$ cat src/rtl/csb_pkg.sv
`default_nettype none
package csb_pkg;

  localparam int STORE_DEPTH_DEF = 32;
  localparam int DATA_WIDTH_DEF  = 32;

  typedef enum logic [2:0] {
    ACT_START   = 3'd0,
    ACT_ADVANCE = 3'd1,
    ACT_INSERT  = 3'd2,
    ACT_ATTACH  = 3'd3,
    ACT_REMOVE  = 3'd4
  } action_t;

  typedef enum logic [1:0] {
    ST_DONE       = 2'd0,
    ST_FULL       = 2'd1,
    ST_NO_CURRENT = 2'd2
  } status_t;

  // Kind of store edit planned for the item in flight
  typedef enum logic [1:0] {
    MODE_NONE   = 2'd0,
    MODE_GROW   = 2'd1,
    MODE_SHRINK = 2'd2
  } mode_t;

  typedef enum logic [2:0] {
    S_IDLE,
    S_PLAN,
    S_RD,
    S_WR,
    S_FINISH,
    S_FETCH,
    S_LOAD
  } state_t;

  typedef struct packed {
    logic accept;
    logic rd_shift;
    logic wr_shift;
    logic commit;
    logic fetch;
    logic load;
  } dp_cmd_t;

  typedef struct packed {
    logic shift_more;
    logic out_blocked;
  } dp_stat_t;

endpackage
`default_nettype wire

$ cat src/rtl/cursor_sequence_buffer_core.sv
`default_nettype none
// Ordered store of up to STORE_DEPTH words with a cursor.
// Input channel (in_valid / in_stall) carries an action code and a data word:
// start, advance, insert before cursor, attach after cursor, remove current.
// Result channel (out_valid / out_stall) returns one item per input item:
// the word under the cursor (zero if none), the has-current flag, the item
// count and a status (done, refused full, refused no current item).
// Items are handled one at a time. An item that moves stored words
// (insert/attach: words from the target position up, remove: words behind
// the cursor) is planned, moves each word, then commits, fetches the word
// under the cursor and loads the output register; each moved word costs a
// RAM read, a write-back and a check for the next word. A new item is not
// taken before the last is through: it is taken when the block returns to
// idle, even while the previous result still waits in the output register.
// A stall on the result side holds the output register; a new result waits
// for it to empty, and the input stays stalled meanwhile.
// Synchronous reset empties the store and puts the cursor at the front; the
// store contents themselves are not cleared, no clearing pass is needed.
module cursor_sequence_buffer_core import csb_pkg::*; #(
  parameter int STORE_DEPTH = STORE_DEPTH_DEF,
  parameter int DATA_WIDTH  = DATA_WIDTH_DEF,
  localparam int CW = $clog2(STORE_DEPTH + 1)
) (
  input  wire logic                  clk,
  input  wire logic                  rst_n,
  input  wire logic                  in_valid,
  output logic                       in_stall,
  input  wire logic [2:0]            in_action,
  input  wire logic [DATA_WIDTH-1:0] in_entry_value,
  output logic                       out_valid,
  input  wire logic                  out_stall,
  output logic      [DATA_WIDTH-1:0] out_current_value,
  output logic                       out_has_current,
  output logic      [CW-1:0]         out_item_count,
  output logic      [1:0]            out_status
);

  dp_cmd_t  cmd;
  dp_stat_t stat;

  csb_ctrl u_ctrl (
    .clk      (clk),
    .rst_n    (rst_n),
    .in_valid (in_valid),
    .in_stall (in_stall),
    .stat     (stat),
    .cmd      (cmd)
  );

  csb_datapath #(
    .STORE_DEPTH (STORE_DEPTH),
    .DATA_WIDTH  (DATA_WIDTH)
  ) u_dp (
    .clk               (clk),
    .rst_n             (rst_n),
    .cmd               (cmd),
    .stat              (stat),
    .in_action         (in_action),
    .in_entry_value    (in_entry_value),
    .out_valid         (out_valid),
    .out_stall         (out_stall),
    .out_current_value (out_current_value),
    .out_has_current   (out_has_current),
    .out_item_count    (out_item_count),
    .out_status        (out_status)
  );

endmodule
`default_nettype wire

$ cat src/rtl/csb_ram.sv
`default_nettype none
module csb_ram import csb_pkg::*; #(
  parameter int WIDTH = DATA_WIDTH_DEF,
  parameter int DEPTH = STORE_DEPTH_DEF,
  localparam int AW = (DEPTH > 1) ? $clog2(DEPTH) : 1
) (
  input  wire logic             clk,
  input  wire logic             we,
  input  wire logic [AW-1:0]    waddr,
  input  wire logic [WIDTH-1:0] wdata,
  input  wire logic             re,
  input  wire logic [AW-1:0]    raddr,
  output logic      [WIDTH-1:0] rdata
);

  logic [WIDTH-1:0] mem [DEPTH];

  always_ff @(posedge clk) begin
    if (we) begin
      mem[waddr] <= wdata;
    end
    if (re) begin
      rdata <= mem[raddr];
    end
  end

endmodule
`default_nettype wire

$ cat src/rtl/csb_ctrl.sv
`default_nettype none
module csb_ctrl import csb_pkg::*; (
  input  wire logic     clk,
  input  wire logic     rst_n,
  input  wire logic     in_valid,
  output logic          in_stall,
  input  wire dp_stat_t stat,
  output dp_cmd_t       cmd
);

  state_t state_r, state_nxt;

  always_ff @(posedge clk) begin
    if (!rst_n) begin
      state_r <= S_IDLE;
    end else begin
      state_r <= state_nxt;
    end
  end

  always_comb begin
    state_nxt = state_r;
    cmd       = '0;
    in_stall  = 1'b1;
    unique case (state_r)
      S_IDLE: begin
        in_stall = 1'b0;
        if (in_valid) begin
          cmd.accept = 1'b1;
          state_nxt  = S_PLAN;
        end
      end
      S_PLAN: begin
        state_nxt = stat.shift_more ? S_RD : S_FINISH;
      end
      S_RD: begin
        cmd.rd_shift = 1'b1;
        state_nxt    = S_WR;
      end
      S_WR: begin
        cmd.wr_shift = 1'b1;
        state_nxt    = S_PLAN;
      end
      S_FINISH: begin
        cmd.commit = 1'b1;
        state_nxt  = S_FETCH;
      end
      S_FETCH: begin
        cmd.fetch = 1'b1;
        state_nxt = S_LOAD;
      end
      S_LOAD: begin
        // hold until the output register is free
        if (!stat.out_blocked) begin
          cmd.load  = 1'b1;
          state_nxt = S_IDLE;
        end
      end
      default: begin
        state_nxt = S_IDLE;
      end
    endcase
  end

`ifndef NO_ASSERTIONS
  a_accept_plans: assert property (@(posedge clk) disable iff (!rst_n)
    cmd.accept |=> state_r == S_PLAN)
    else $error("accepted item did not enter planning");
  a_read_then_write: assert property (@(posedge clk) disable iff (!rst_n)
    cmd.rd_shift |=> cmd.wr_shift)
    else $error("shift read not followed by its write");
  a_single_cmd: assert property (@(posedge clk) disable iff (!rst_n)
    $onehot0(cmd))
    else $error("more than one datapath command at once");
`endif

endmodule
`default_nettype wire

$ cat src/rtl/csb_datapath.sv
`default_nettype none
module csb_datapath import csb_pkg::*; #(
  parameter int STORE_DEPTH = STORE_DEPTH_DEF,
  parameter int DATA_WIDTH  = DATA_WIDTH_DEF,
  localparam int AW = (STORE_DEPTH > 1) ? $clog2(STORE_DEPTH) : 1,
  localparam int CW = $clog2(STORE_DEPTH + 1)
) (
  input  wire logic                  clk,
  input  wire logic                  rst_n,
  input  wire dp_cmd_t               cmd,
  output dp_stat_t                   stat,
  input  wire logic [2:0]            in_action,
  input  wire logic [DATA_WIDTH-1:0] in_entry_value,
  output logic                       out_valid,
  input  wire logic                  out_stall,
  output logic      [DATA_WIDTH-1:0] out_current_value,
  output logic                       out_has_current,
  output logic      [CW-1:0]         out_item_count,
  output logic      [1:0]            out_status
);

  localparam logic [CW-1:0] FULL_COUNT = CW'(STORE_DEPTH);

  logic [CW-1:0]         cnt_r, cnt_nxt;
  logic [CW-1:0]         cur_r, cur_nxt;
  logic [CW-1:0]         pos_r, pos_nxt;
  logic [CW-1:0]         idx_r, idx_nxt;
  mode_t                 mode_r, mode_nxt;
  status_t               stat_r, stat_nxt;
  logic [DATA_WIDTH-1:0] word_r, word_nxt;

  logic                  out_valid_r, out_valid_nxt;
  logic [DATA_WIDTH-1:0] out_value_r, out_value_nxt;
  logic                  out_has_r, out_has_nxt;
  logic [CW-1:0]         out_cnt_r, out_cnt_nxt;
  status_t               out_stat_r, out_stat_nxt;

  logic                  on_item;
  logic                  full;
  logic [CW-1:0]         idx_dec;
  logic [CW-1:0]         shift_src;
  logic [CW-1:0]         shift_dst;

  logic                  ram_we;
  logic [AW-1:0]         ram_waddr;
  logic [DATA_WIDTH-1:0] ram_wdata;
  logic                  ram_re;
  logic [AW-1:0]         ram_raddr;
  logic [DATA_WIDTH-1:0] ram_rdata;

  assign on_item   = cur_r < cnt_r;
  assign full      = cnt_r == FULL_COUNT;
  assign idx_dec   = idx_r - 1'b1;
  // growing moves items up from the top, shrinking moves them down from the gap
  assign shift_src = (mode_r == MODE_GROW) ? idx_dec : idx_r;
  assign shift_dst = (mode_r == MODE_GROW) ? idx_r : idx_dec;

  always_comb begin
    stat.out_blocked = out_valid_r && out_stall;
    unique case (mode_r)
      MODE_GROW:   stat.shift_more = idx_r > pos_r;
      MODE_SHRINK: stat.shift_more = idx_r < cnt_r;
      default:     stat.shift_more = 1'b0;
    endcase
  end

  assign ram_we    = cmd.wr_shift || (cmd.commit && mode_r == MODE_GROW);
  assign ram_waddr = cmd.commit ? pos_r[AW-1:0] : shift_dst[AW-1:0];
  assign ram_wdata = cmd.commit ? word_r : ram_rdata;
  assign ram_re    = cmd.rd_shift || (cmd.fetch && on_item);
  assign ram_raddr = cmd.fetch ? cur_r[AW-1:0] : shift_src[AW-1:0];

  csb_ram #(
    .WIDTH (DATA_WIDTH),
    .DEPTH (STORE_DEPTH)
  ) u_store (
    .clk   (clk),
    .we    (ram_we),
    .waddr (ram_waddr),
    .wdata (ram_wdata),
    .re    (ram_re),
    .raddr (ram_raddr),
    .rdata (ram_rdata)
  );

  always_comb begin
    cnt_nxt  = cnt_r;
    cur_nxt  = cur_r;
    pos_nxt  = pos_r;
    idx_nxt  = idx_r;
    mode_nxt = mode_r;
    stat_nxt = stat_r;
    word_nxt = word_r;

    if (cmd.accept) begin
      word_nxt = in_entry_value;
      stat_nxt = ST_DONE;
      mode_nxt = MODE_NONE;
      unique case (action_t'(in_action))
        ACT_START: begin
          cur_nxt = '0;
        end
        ACT_ADVANCE: begin
          if (on_item) begin
            cur_nxt = cur_r + 1'b1;
          end
        end
        ACT_INSERT: begin
          if (full) begin
            stat_nxt = ST_FULL;
          end else begin
            mode_nxt = MODE_GROW;
            pos_nxt  = on_item ? cur_r : '0;
            idx_nxt  = cnt_r;
          end
        end
        ACT_ATTACH: begin
          if (full) begin
            stat_nxt = ST_FULL;
          end else begin
            mode_nxt = MODE_GROW;
            idx_nxt  = cnt_r;
            if (cnt_r == '0) begin
              pos_nxt = '0;
            end else begin
              pos_nxt = on_item ? cur_r + 1'b1 : cnt_r;
            end
          end
        end
        ACT_REMOVE: begin
          if (!on_item) begin
            stat_nxt = ST_NO_CURRENT;
          end else begin
            mode_nxt = MODE_SHRINK;
            pos_nxt  = cur_r;
            idx_nxt  = cur_r + 1'b1;
          end
        end
        default: begin
        end
      endcase
    end

    if (cmd.wr_shift) begin
      idx_nxt = (mode_r == MODE_GROW) ? idx_dec : idx_r + 1'b1;
    end

    if (cmd.commit) begin
      unique case (mode_r)
        MODE_GROW: begin
          cnt_nxt = cnt_r + 1'b1;
          cur_nxt = pos_r;
        end
        MODE_SHRINK: begin
          cnt_nxt = cnt_r - 1'b1;
        end
        default: begin
        end
      endcase
      mode_nxt = MODE_NONE;
    end
  end

  always_comb begin
    out_valid_nxt = out_valid_r && out_stall;
    out_value_nxt = out_value_r;
    out_has_nxt   = out_has_r;
    out_cnt_nxt   = out_cnt_r;
    out_stat_nxt  = out_stat_r;
    if (cmd.load) begin
      out_valid_nxt = 1'b1;
      out_has_nxt   = on_item;
      out_value_nxt = on_item ? ram_rdata : '0;
      out_cnt_nxt   = cnt_r;
      out_stat_nxt  = stat_r;
    end
  end

  always_ff @(posedge clk) begin
    if (!rst_n) begin
      cnt_r       <= '0;
      cur_r       <= '0;
      mode_r      <= MODE_NONE;
      out_valid_r <= 1'b0;
    end else begin
      cnt_r       <= cnt_nxt;
      cur_r       <= cur_nxt;
      mode_r      <= mode_nxt;
      out_valid_r <= out_valid_nxt;
    end
  end

  always_ff @(posedge clk) begin
    pos_r       <= pos_nxt;
    idx_r       <= idx_nxt;
    stat_r      <= stat_nxt;
    word_r      <= word_nxt;
    out_value_r <= out_value_nxt;
    out_has_r   <= out_has_nxt;
    out_cnt_r   <= out_cnt_nxt;
    out_stat_r  <= out_stat_nxt;
  end

  assign out_valid         = out_valid_r;
  assign out_current_value = out_value_r;
  assign out_has_current   = out_has_r;
  assign out_item_count    = out_cnt_r;
  assign out_status        = out_stat_r;

`ifndef NO_ASSERTIONS
  a_cursor_in_range: assert property (@(posedge clk) disable iff (!rst_n)
    cur_r <= cnt_r)
    else $error("cursor beyond stored count");
  a_count_in_range: assert property (@(posedge clk) disable iff (!rst_n)
    cnt_r <= FULL_COUNT)
    else $error("stored count beyond depth");
  a_grow_not_full: assert property (@(posedge clk) disable iff (!rst_n)
    (cmd.commit && mode_r == MODE_GROW) |-> !full)
    else $error("store written while full");
  a_shift_in_range: assert property (@(posedge clk) disable iff (!rst_n)
    cmd.wr_shift |-> (shift_dst < FULL_COUNT && shift_src < FULL_COUNT))
    else $error("shift address outside the store");
`endif

endmodule
`default_nettype wire
$ cat config.mk
export PLATFORM = sky130hd
export DESIGN_NAME = cursor_sequence_buffer_core
export DESIGN_NICKNAME = d
export VERILOG_FILES = /design/src/rtl/csb_pkg.sv /design/src/rtl/cursor_sequence_buffer_core.sv /design/src/rtl/csb_ram.sv /design/src/rtl/csb_ctrl.sv /design/src/rtl/csb_datapath.sv
export SDC_FILE = /design/constraint.sdc
export NUM_CORES = 2
export LEC_CHECK = 0
export BUFFER_PORTS_ARGS = -buffer_cell sky130_fd_sc_hd__buf_2
export CAP_MARGIN = 15
export CORE_AREA = 2 2 342 479
export CTS_CLUSTER_DIAMETER = 200
export DETAILED_ROUTE_END_ITERATION = 6
export DIE_AREA = 0 0 344 481
export GPL_TIMING_DRIVEN = 0
export MAX_ROUTING_LAYER = met4
export PLACE_DENSITY = 0.46
export SETUP_SLACK_MARGIN = 0.02
export SYNTH_ARGS = -nofsm -noshare
export SYNTH_HDL_FRONTEND = slang
export SYNTH_HIERARCHICAL = 1
export SYNTH_SLANG_ARGS = --single-unit
$ cat constraint.sdc
create_clock -name clk -period 7.4 [get_ports clk]
set_clock_uncertainty 0.15 [all_clocks]
set_input_delay 1.48 -clock clk [delete_from_list [all_inputs] [get_ports clk]]
set_output_delay 1.48 -clock clk [all_outputs]
set_load 0.02 [all_outputs]
==> results.rst <==
.. list-table::
   :header-rows: 1

   * - Metric
     - Value
   * - Proportion of power drawn by combinational gates
     - 12.9%
   * - Post-route DRC violation count
     - 0
   * - Power Internal
     - between 10 and 15 mW
   * - Most frequent cells in the layout
     - sky130_fd_sc_hd__edfxtp_1 (1143), sky130_fd_sc_hd__mux2i_1 (515), sky130_fd_sc_hd__nand2_1 (132), sky130_fd_sc_hd__buf_2 (116), sky130_fd_sc_hd__a21oi_1 (113)
   * - Routability-driven placement congestion ratio
     - 0.854
   * - Slew Limit Headroom
     - roughly a fifth
   * - Clock-pin slew on the worst setup and hold paths
     - around 60 ps
   * - Total global-route track usage
     - between 10% and 20%
   * - Proportion of synthesized flip-flops having asynchronous set or reset
     - 0%
   * - Routed len/inst
     - around 24 um
   * - Final WL
     - between 100000 and 150000 um
   * - Pwr Density
     - roughly 280 nW/um^2
   * - Number of clock sinks seen by CTS
     - ~1200
   * - Maximum operating frequency
     - a little under 0.2 GHz
   * - Simple-Gate Fraction of Synth Area
     - roughly 4.6%
   * - Syn nets
     - 2828
   * - Ratio of final minimum period to clock period
     - between 60% and 70%
   * - Xor/xnor cell area share of the yosys netlist
     - less than 1%
   * - Maximum number of pins on one net before global-route repair
     - 33
   * - Initial core utilization
     - ~29%
   * - Data arrival at the endpoint of the critical path
     - around 5300 ps
   * - Wire length of the first global-routing pass
     - 181000 um
   * - Final Power
     - 15.0 mW
   * - Transition time at the pin with the least slew margin
     - 1220 ps
   * - Worst skew pair latency
     - approximately 700 ps
   * - Cell breakdown of the critical path
     - inv_1 > ha_1 > buf_1 > nand2_1 > nor3_1 > xnor2_1 > o21ai_0 > or2_2 > clkbuf_1 > clkbuf_1 > nor3_1 > a31oi_1 > nand3_1
   * - Die Y-Extent
     - around 480 um
   * - Input/output buffers
     - 81
   * - Adder-cell area share of the yosys netlist
     - less than 1%
   * - Crit-path max cell delay
     - about 700 ps
   * - IO Pins
     - slightly above 80
   * - Final Net Count
     - between 3000 and 4000
   * - P_leak
     - 18.3 nW
   * - Util after Layout
     - 33.4%
   * - Max-cap viol count
     - 0
   * - Fraction of power spent switching nets
     - around a quarter
   * - Placement-stage cell area
     - 50600 um^2
   * - Run status
     - completed
   * - Final-report setup violation count
     - 0
   * - Final design area excluding fillers
     - about 54000 um^2
   * - Floorplan row count
     - roughly 180
   * - Synth-to-layout area growth
     - 16.2%
   * - Iteration-0 DRC count of the detailed router
     - roughly 1500
   * - Slack of the worst reg-to-reg path
     - about 2400 ps
   * - Final-report hold violation count
     - 0
   * - Max rail drop VDD
     - 0.000154 V
   * - Seq cells post-synth
     - ~1200
   * - Core region area
     - between 150000 and 200000 um^2
   * - Type of destination of the critical path
     - flop
   * - Via count of the routed design
     - approximately 25000
   * - Setup repair after global routing missed its margin
     - no
   * - Main area contributors after synthesis
     - sky130_fd_sc_hd__edfxtp_1 (74%), sky130_fd_sc_hd__mux2i_1 (11%), sky130_fd_sc_hd__a22oi_1 (1.6%), sky130_fd_sc_hd__a21oi_1 (1.2%), sky130_fd_sc_hd__a22o_1 (1.2%)
   * - Cell accounting for the most synthesized area
     - sky130_fd_sc_hd__edfxtp_1
   * - Most common library cell in the layout ignoring fill and taps
     - sky130_fd_sc_hd__edfxtp_1
   * - # hold bufs at CTS
     - 0
   * - Share of synthesized area spent on multiplexers
     - 11.9%
   * - Category of the worst setup path launch point
     - flop
   * - Num CTS Buffers
     - roughly 110
   * - Fraction of the mapped netlist area in compound gates
     - 5.63%
   * - Number of instances in the synthesized netlist
     - 2762
   * - Minimum clock period after layout
     - slightly above 5000 ps
   * - Flop pwr share
     - about half
   * - Required time at the endpoint of the critical path
     - around 7600 ps
   * - CP max-delay cell
     - sky130_fd_sc_hd__clkbuf_1
   * - Crit path max fanout
     - 10
   * - Tightest hold margin
     - roughly 270 ps
   * - Mean Syn Cell Area
     - 16.8 um^2
   * - Hpwl dp
     - ~89000 um
   * - Post CTS Setup Buffer Count
     - 0
   * - Largest buffer count on any clock path
     - 3
   * - Via density
     - approximately 4.7
   * - CTS root buf
     - sky130_fd_sc_hd__clkbuf_16
   * - CTS H-Tree Depth
     - 3
   * - Share of cells above drive strength 1
     - ~14%
   * - Via count of the first global-routing pass
     - around 25000
   * - Number of synthesized flops with an enable pin
     - ~1100
   * - Detail Route Antenna Nets
     - 0
   * - Overflow after GRT
     - 0
   * - Die boundary width
     - 344 um
   * - Sequential area share after synthesis
     - 74.6%
   * - Number of antenna violations at the first check in global routing
     - 5
   * - Gates resized, CTS repair
     - 0
   * - Switching power summed over all nets
     - 3.78 mW
   * - Die area
     - approximately 170000 um^2
   * - Synth top area share
     - between 70 and 80%
   * - Filler Cells Inserted
     - 15700
   * - Worst Setup Path Type
     - reg -> reg
   * - Path type of the worst min-delay path
     - reg -> reg
   * - Main flop type after synthesis
     - sky130_fd_sc_hd__edfxtp_1
   * - Clock tree from TritonCTS
     - yes
   * - Cell variety after synth
     - 68
   * - Yosys Warn Count
     - 6
   * - Number of slew-limit violations in the final report
     - 0
   * - First-pass DRT Iterations
     - 7
   * - Post-synth design cell area
     - 46500 um^2
   * - Clock share of power
     - 36.7%
   * - Combinational family with the most area after synthesis
     - multiplexers
[registers in the layout, indices dropped and copies added (netlist names)]
name                    flops
u_dp/idx_r                  6
u_dp/mode_r                 2
u_dp/u_store/mem         1024
u_ctrl/state_r              3
u_dp/out_has_current        1
u_dp/out_valid              1
u_dp/u_store/rdata         32
u_dp/out_item_count         6
u_dp/word_r                32
u_dp/out_status             2
u_dp/cnt_r                  6
u_dp/pos_r                  6
u_dp/stat_r                 2
u_dp/cur_r                  6
u_dp/out_current_value     32
[synthesized netlist by cell type (5+ instances only)]
cell type                  count
sky130_fd_sc_hd__o211ai_1      8
sky130_fd_sc_hd__inv_1        29
sky130_fd_sc_hd__ha_1         26
sky130_fd_sc_hd__clkbuf_1     61
sky130_fd_sc_hd__edfxtp_1   1143
sky130_fd_sc_hd__mux2i_1     515
sky130_fd_sc_hd__a22o_1       64
sky130_fd_sc_hd__dfxtp_1      18
sky130_fd_sc_hd__xnor2_1      14
sky130_fd_sc_hd__a22oi_1      96
sky130_fd_sc_hd__a21oi_1     113
sky130_fd_sc_hd__o21ai_0      34
sky130_fd_sc_hd__xor2_1        6
sky130_fd_sc_hd__buf_1         9
sky130_fd_sc_hd__nor2b_1      10
sky130_fd_sc_hd__buf_4        33
sky130_fd_sc_hd__buf_2        35
sky130_fd_sc_hd__nand3_1     109
sky130_fd_sc_hd__nor3b_1       5
sky130_fd_sc_hd__or3b_2        5
sky130_fd_sc_hd__buf_6        17
sky130_fd_sc_hd__and2_1       40
sky130_fd_sc_hd__nor2_1       45
sky130_fd_sc_hd__mux2_2       33
sky130_fd_sc_hd__or3_1         5
sky130_fd_sc_hd__nand3b_1      6
sky130_fd_sc_hd__nand2_1     132
sky130_fd_sc_hd__nand2b_1      9
sky130_fd_sc_hd__a31oi_1      36
sky130_fd_sc_hd__nor3_1       40
[power groups by stage]
stage | Clock, mW | Sequential (mW) | Combinational [mW]
2_1_floorplan | 0 | 7.68 | 1.17
4_1_cts | 5.66 | 7.55 | 1.98
6_report | 5.51 | 7.55 | 1.94
5_1_grt | 5.88 | 7.55 | 2.08
3_3_place_gp | 0 | 7.70 | 1.92
3_5_place_dp | 0 | 7.69 | 1.97
[worst max-delay path, delay by kind of cell (launching register included)]
family                   cells  cell delay [ps]
AO/OA/AOI/OAI                2             1060
adder cells (fa/ha/maj)      1              290
buffers and inverters        4             1580
AND/OR/NAND/NOR              5             1180
flip-flops                   1              320
XOR/XNOR                     1              110
[routing by layer]
| metal | global-route usage, % | routed length, um |
|---|---|---|
| met3 | 1.84 | 3810 |
| met1 | 17.2 | 50000 |
| met5 | - | 0 |
| met2 | 29.3 | 70100 |
| met4 | 4.99 | 3500 |
[cells by family (layout without fill, tap and decap cells)]
logic type | count (synthesis) | after routing
AOI/OAI and AO/OA | 389 | 389
xor gates and xnor gates | 20 | 20
adders and majority gates | 27 | 27
buffers and inverters | 187 | 511
DFF | 1161 | 1161
muxes | 548 | 548
other | 0 | 1
and+or+nand+nor | 430 | 430
[path summary, 6_finish.rpt]
kind / startpoint / endpoint / cells past startpoint
max reg2reg: u_dp/mode_r[1] / u_dp/u_store/rdata[16] / 13
min: u_dp/stat_r[1] / u_dp/out_status[1] / 0
max: u_dp/mode_r[1] / u_dp/u_store/rdata[16] / 13
min reg2reg: u_dp/stat_r[1] / u_dp/out_status[1] / 0
[stage by stage]
stage	setup WS [ps]	TNS [ps]	cells
2_1_floorplan	672	0	2762
3_3_place_gp	-4050	-169130	4967
3_5_place_dp	2340	0	5010
4_1_cts	2320	0	5207
5_1_grt	2080	0	5211
6_report	2350	0	5211
[layout make-up]
type | instances | area (um^2) | share of cell area [%]
flip-flops and latches | 1161 | 34700 | 64.2
plain buffers | 158 | 897 | 1.66
well taps | 2124 | 2660 | 4.92
clock inverters | 68 | 633 | 1.17
inverters | 29 | 109 | 0.201
clock buffers | 129 | 2800 | 5.19
diodes | 1 | 2.50 | 0.00463
repair buffers | 127 | 1190 | 2.20
multi-input cells | 1414 | 11000 | 20.4
(Power assumes the default switching activity.)
